$ cat src/rtl/iidl_pkg.sv
// Package for the indexed insert/delete list: command codes, status codes and cell control.
`default_nettype none

package iidl_pkg;

  typedef enum logic [1:0] {
    CMD_READ   = 2'd0,
    CMD_WRITE  = 2'd1,
    CMD_INSERT = 2'd2,
    CMD_DELETE = 2'd3
  } iidl_cmd_e;

  localparam logic [1:0] ST_OK    = 2'd0;
  localparam logic [1:0] ST_RANGE = 2'd1;
  localparam logic [1:0] ST_FULL  = 2'd2;

  localparam int DataW  = 32;
  localparam int FieldW = 9;
  localparam int Fanin  = 16;
  localparam int FaninW = 4;

  // Control broadcast to every cell for the cycle in which a command is applied.
  typedef struct packed {
    logic wr;
    logic ins;
    logic del;
  } iidl_ctl_t;

  // Number of registered sixteen-way OR levels needed to reduce n leaves to one.
  function automatic int tree_levels(input int n);
    int bits;
    bits = $clog2(n);
    return (bits + FaninW - 1) / FaninW;
  endfunction

endpackage

`default_nettype wire

$ cat src/rtl/iidl_cell.sv
// One storage cell of the list: holds one element and shifts to or from its neighbours.
`default_nettype none

module iidl_cell #(
  parameter int Idx = 0,
  parameter int CW  = 9
) (
  input  logic                     clk_i,
  input  iidl_pkg::iidl_ctl_t      ctl_i,
  input  logic [CW-1:0]            pos_i,
  input  logic [iidl_pkg::DataW-1:0] value_i,
  input  logic [iidl_pkg::DataW-1:0] left_i,
  input  logic [iidl_pkg::DataW-1:0] right_i,
  output logic [iidl_pkg::DataW-1:0] data_o,
  output logic [iidl_pkg::DataW-1:0] sel_o
);
  import iidl_pkg::*;

  localparam logic [CW-1:0] MyIdx = CW'(Idx);

  logic [DataW-1:0] data_q;
  logic [DataW-1:0] data_d;
  logic             hit;
  logic             above;

  assign hit   = (pos_i == MyIdx);
  assign above = (MyIdx > pos_i);

  always_comb begin
    data_d = data_q;
    if (ctl_i.wr && hit) begin
      data_d = value_i;
    end else if (ctl_i.ins) begin
      if (hit) begin
        data_d = value_i;
      end else if (above) begin
        data_d = left_i;
      end
    end else if (ctl_i.del && (hit || above)) begin
      data_d = right_i;
    end
  end

  always_ff @(posedge clk_i) begin
    data_q <= data_d;
  end

  assign data_o = data_q;
  assign sel_o  = hit ? data_q : '0;

endmodule

`default_nettype wire

$ cat config.mk
export PLATFORM = sky130hd
export DESIGN_NAME = iidl_cell
export DESIGN_NICKNAME = d
export VERILOG_FILES = /design/src/rtl/iidl_pkg.sv /design/src/rtl/iidl_cell.sv
export SDC_FILE = /design/constraint.sdc
export NUM_CORES = 1
export LEC_CHECK = 0
export CORE_UTILIZATION = 30
export CTS_BUF_LIST = sky130_fd_sc_hd__clkbuf_16
export DETAILED_ROUTE_END_ITERATION = 12
export DONT_BUFFER_PORTS = 1
export SYNTH_ARGS = -nofsm -noshare
export SYNTH_HDL_FRONTEND = slang
export SYNTH_SLANG_ARGS = --single-unit
$ cat constraint.sdc
create_clock -name clk_i -period 2.45 [get_ports clk_i]
set_input_delay 0.3675 -clock clk_i [delete_from_list [all_inputs] [get_ports clk_i]]
set_output_delay 0.3675 -clock clk_i [all_outputs]
set_load 0.1 [all_outputs]
# Word level (Yosys, flattened, before mapping)
# Cells that the tools add are included.
# totals
ff_bits	32
latch_bits	0
mem_bits_rw	0
rom_bits	0
input_bits	109
output_inout_bits	64
elab_cells	15
n_memories	0
# op_classes
n_addsub	0
mul	0
n_div	0
magnitude_cmp	1
n_eq_ne	1
shift	0
mux	6
bitwise	0
reduce_logical	6
# op_table
operator	n
two-way mux 32 bit	6
> comparator 1 x 9 -> 1 bit (first input constant)	1
logical NOT 9 bit	1
inequality test 4 x 1 -> 1 bit (second input constant)	1
nonzero test 3 bit	1
logical AND 1 bit	2
AND reduction 2 bit	1
logical OR 1 bit	1

# Logic depth before layout (Yosys ltp)
# Gate-level depths: netlist of the first run.
# depth
depth_word	6
mapped_depth	6
mapped_depth_nobuf	4

# Worst setup path before layout of the first run
# No wires, ideal clock.
# synth_timing
path_type	in2reg
startpoint	input port pos_i[6]
endpoint	register data_q[0], in the netlist data_o[0], enable pin
setup_ns	0.421
arrival_time_ns	2.197
required_ns	2.029
path_slack_ns	-0.168
stages	3
n_path_buf	0
path_cell_list	nor4_4 nand3_1 nor2_1
# synth_via
elab_chain_cells	5
word_cells_on_any_way	8
classes_between	order compare: 1; eq/ne: 1; reduce/logical: 6
# synth_lines
element	line_no	source
from (decl)	iidl_cell.sv:10	input logic [CW-1:0] pos_i,
> comparator 1 x 9 -> 1 bit or logical NOT 9 bit (tied branches)	iidl_cell.sv:27, iidl_cell.sv:26	
logical OR 1 bit	iidl_cell.sv:39	end else if (ctl_i.del && (hit || above)) begin
logical AND 1 bit	iidl_cell.sv:39	
nonzero test 3 bit (no source line)	--	
AND reduction 2 bit (no source line) (*)	--	
to (signal assigned)	iidl_cell.sv:45	data_q <= data_d;
to (decl)	iidl_cell.sv:21	logic [DataW-1:0] data_q;
# Mark *: on every way between the ends. The rest lies on a longest branch, timed or not.
# A chain may end at the register's enable or synchronous reset.

# Worst setup path after layout of the first run
# layout_timing
startpoint	input port pos_i[6]
endpoint	output port sel_o[18] (netlist name)
# layout_via
elab_chain_cells	2
# layout_lines
element	line_no	source
logical NOT 9 bit	iidl_cell.sv:26	assign hit = (pos_i == MyIdx);
two-way mux 32 bit	iidl_cell.sv:49	assign sel_o = hit ? data_q : '0;
to (decl)	iidl_cell.sv:15	output logic [iidl_pkg::DataW-1:0] sel_o
# Every way passes these cells.

==> results of run 1 <==
[per-stage QoR]
stage	setup slack (ns)	util
floorplan	0.0578	-
global placement	0.436	0.460
detailed placement	0.397	0.460
CTS	0.397	0.481
global route	0.327	0.481
finish	0.411	0.481
[cells in the mapped netlist]
| cell type | instances | share of area |
|---|---|---|
| a21oi_1 | 31 | 0.075 |
| a41o_2 | 1 | 0.0055 |
| and2_1 | 32 | 0.097 |
| and3_4 | 1 | 0.0055 |
| buf_12 | 4 | 0.039 |
| buf_2 | 3 | 0.0073 |
| clkbuf_1 | 10 | 0.018 |
| edfxtp_1 | 32 | 0.47 |
| mux2i_1 | 31 | 0.15 |
| nand3_1 | 1 | 0.0024 |
| nand4_1 | 1 | 0.0030 |
| nor2_1 | 4 | 0.0073 |
| nor3_1 | 3 | 0.0073 |
| nor3_2 | 1 | 0.0049 |
| nor3b_1 | 1 | 0.0037 |
| nor4_4 | 1 | 0.010 |
| o22ai_1 | 31 | 0.094 |
[logic make-up after synthesis]
family | synth area share
AND/OR/NAND/NOR | 0.142
multiplexers | 0.151
flip-flops | 0.467
AO/OA/AOI/OAI | 0.175
buffers and inverters | 0.0645
[power breakdown]
group,leakage (uW),internal (uW),switching (uW)
Sequential,0.000298,609,0.304
Clock,0.0000710,367,196
Combinational,0.000716,43.7,50.5
[cell type report]
type / instances / area share
Multi-Input combinational cell: 139 / 0.310
Sequential cell: 32 / 0.308
Timing Repair Buffer: 71 / 0.307
Clock buffer: 5 / 0.0400
Tap cell: 77 / 0.0308
Clock inverter: 3 / 0.00441
[metal layers]
metal	routed length [um]	vias to the layer above
met5	0	-
met4	125	0
met3	485	9
met2	2950	116
met1	1990	793
li1	-	845
[path summary, 6_finish.rpt]
kind,from,end,depth (start not counted)
max,pos_i[6],sel_o[18],5
min,ctl_i[1],data_o[1],1
==> qor.txt, run 1 <==
post_cts resized = 0
# rows = 29
first-pass GRT wire length = 8540 um
CP Capture Type = output pin
hpwl dp = 4270 um
fin crit share = 0.832
fin crit period = 2.04 ns
slowest stage delay, CP = 0.33 ns
antenna cell count = 0
Largest register FFs = 32
wire length per cell = 17.0 um
worst relative slew slack = 0.724
Die Wd = 84.8 um
grt met2 use = 0.299
final hold slack = 0.316 ns
Post-Place Cells = 319
final wirelength = 5550 um
Clock Path Buffers = 2
vias in the first global route = 1754
most used routing layer = met2
final instance area = 0.00312 mm^2
die height = 84.8 um
vias per cell = 5.39
H-tree Lvls = 2
clock transition at the registers of the reported paths = 0.05 ns
Hold WC Path Type = primary input to flip-flop
Starting DRT DRC Count = 79
Netlist Area Pre-Place = 0.00206 mm^2
Pwr Density = 406 mW/mm^2
Final Hold Vio Count = 0
Die Area = 0.00719 mm^2
met1 usage = 0.153
commonest cells after routing, fill and taps aside = 37 x buf_4, 34 x buf_12, 32 x and2_1, 32 x edfxtp_1
crit path max fanout = 24
TritonCTS Buffers = 5
Register Area = 961 um^2
Power Total = 1270 uW
total of max-cap violations = 0
crit path launch type = primary input
Achievable Freq = 490 MHz
DRT antenna net count = 0
CP delay by family, top = simple AND/OR/NAND/NOR gates
TritonRoute pass-1 iters = 8
DRC Markers = 14
clock sinks = 32
outcome = finished with violations
NumNets Final = 358
commonest non-fill, non-tap cell in the layout = buf_4
count of final setup violators = 0
critical-path cell list = nor4_4 > and3_4 > buf_4 > and2_1 > buf_12
max-slew violations = 0
WP data arrival = 1.67 ns
IO Port Bufs = 0
Slowest-stage cell, CP = nor4_4
core area = 0.00649 mm^2
syn_nets = 297
required time of the critical path = 2.08 ns
multi-input logic area = 970 um^2
failing checks = design-rule violations
global-route usage over all layers = 0.155
Worst Path Buf+Inv = 2
gr ovfl total = 0
post-synthesis area per instance = 10.9 um^2
Via Count = 1763
CTS tree = done
Worst Max-Slew Pin Slew = 0.414 ns
worst vdd ir = 0.192 mV
number of synthesized register bits = 32
initial antenna violation count = 0
Hold Buf Count CTS = 0
largest net degree at the start of global routing = 38
GP Congestion = 0.720
setup_tns = 0 ns
initial core utilization = 0.317
fill count = 586
Crit Path Category = primary input to output pin
total number of yosys warnings = 0
post-CTS setup buffers = 0
synth unique cells = 17
Cells after Synth = 188
grt met3 use = 0.0383
root cell of the clock tree = clkbuf_16
Post-Place Cell Area = 0.00299 mm^2
Layout Area Growth over Synthesis = 52.0%
Finished Layout Cells = 327
io pins = 173
unrepaired setup endpoints after global routing = false
sequential share of the synthesized area = 0.467
fraction of layout cells with a size suffix above 1 = 0.332
leakage = 0.00109 uW
No activity file was read; power rests on OpenSTA's default activity.
==> run 2, diff against run 1 <==
- clock period: 2.45 -> 2.05 ns (I/O delays scaled with it)
==> qor.txt, run 2 (same netlist as run 1, synthesis figures left out) <==
outcome = finished with violations
failing checks = design-rule violations
Largest register FFs = 32
Finished Layout Cells = 328
commonest non-fill, non-tap cell in the layout = buf_4
leakage = 0.00112 uW
post-CTS setup buffers = 0
Final WS setup = 0.239 ns
crit path max fanout = 37
pre-CTS setup slack = 0.230 ns
commonest cells after routing, fill and taps aside = 38 x buf_4, 34 x buf_12, 32 x and2_2, 32 x edfxtp_1
CP most frequent cell = buf_12
TritonRoute pass-1 iters = 8
WP data arrival = 1.50 ns
total of max-cap violations = 0
io pins = 173
die height = 84.8 um
WP depth = 5
antenna cell count = 0
worst relative slew slack = 0.783
IO Port Bufs = 0
fin crit period = 1.81 ns
final wirelength = 5550 um
Die Wd = 84.8 um
DRT antenna net count = 0
CP Capture Type = output pin
DRC Markers = 13
WHS Path Cells = 1
max-slew violations = 0
setup_tns = 0 ns
post_cts resized = 0
initial core utilization = 0.317
Via Count = 1773
Post-Place Cells = 320
Hold WC Path Type = primary input to flip-flop
required time of the critical path = 1.74 ns
worst vdd ir = 0.239 mV
Pwr Density = 477 mW/mm^2
H-tree Lvls = 2
TritonCTS Buffers = 5
gr ovfl total = 0
Starting DRT DRC Count = 64
vias in the first global route = 1635
NumNets Final = 359
Slowest-stage cell, CP = nor4_4
slowest stage delay, CP = 0.33 ns
Die Area = 0.00719 mm^2
Worst Path Buf+Inv = 2
Power Total = 1510 uW
CTS tree = done
Achievable Freq = 552 MHz
Hold Buf Count CTS = 0
Final Hold Vio Count = 0
clock sinks = 32
hpwl dp = 4440 um
wire length per cell = 16.9 um
root cell of the clock tree = clkbuf_16
CP delay by family, top = simple AND/OR/NAND/NOR gates
critical-path cell list = nor4_4 > and3_4 > buf_12 > and2_2 > buf_12
largest net degree at the start of global routing = 38
crit path launch type = primary input
initial antenna violation count = 0
fill count = 584
GP Congestion = 0.718
Clock Path Buffers = 2
core area = 0.00649 mm^2
final hold slack = 0.252 ns
Worst Max-Slew Pin Slew = 0.323 ns
Crit Path Category = primary input to output pin
count of final setup violators = 0
clock transition at the registers of the reported paths = 0.05 ns
first-pass GRT wire length = 8310 um
unrepaired setup endpoints after global routing = false
fin crit share = 0.883
global-route usage over all layers = 0.150
# rows = 29
fraction of layout cells with a size suffix above 1 = 0.454
Layout Area Growth over Synthesis = 54.2%
vias per cell = 5.41
[run 2: cell types whose count changed in the layout (fill, tap and decap cells not counted), sizes merged]
cell,change
inv,+2
buf,+1
clkinv,-2
[run 2: layout make-up]
cell class,count,area (um^2),share of cell area
Clock buffer,5,125,0.0395
Clock inverter,3,11.3,0.00355
Multi-Input combinational cell,139,1010,0.319
Sequential cell,32,961,0.303
Tap cell,77,96.3,0.0304
Timing Repair Buffer,72,966,0.305
[run 2: final timing paths]
kind,from,to,slack (ns)
max,pos_i[6],sel_o[25],0.24
min,ctl_i[1],data_o[2],0.25
[run 2: layer usage]
metal / part of all wire / wire length [um] / global-route usage
met1: 0.38 / 2090 / 0.170
met2: 0.51 / 2850 / 0.270
met5: 0 / 0 / 0
met3: 0.093 / 518 / 0.0354
met4: 0.017 / 94 / 0.0586
[run 2: power by group]
group          internal (uW)  total (uW)  switching, uW  leakage, uW
registers                728         728          0.545     0.000298
logic                   51.1         111           59.4     0.000745
clock network            435         674            238    0.0000738
[run 2: stage by stage]
step,instance area [um^2],util
2_1_floorplan,2100,-
3_3_place_gp,3030,0.467
3_5_place_dp,3030,0.467
4_1_cts,3170,0.488
5_1_grt,3170,0.488
6_report,3170,0.488
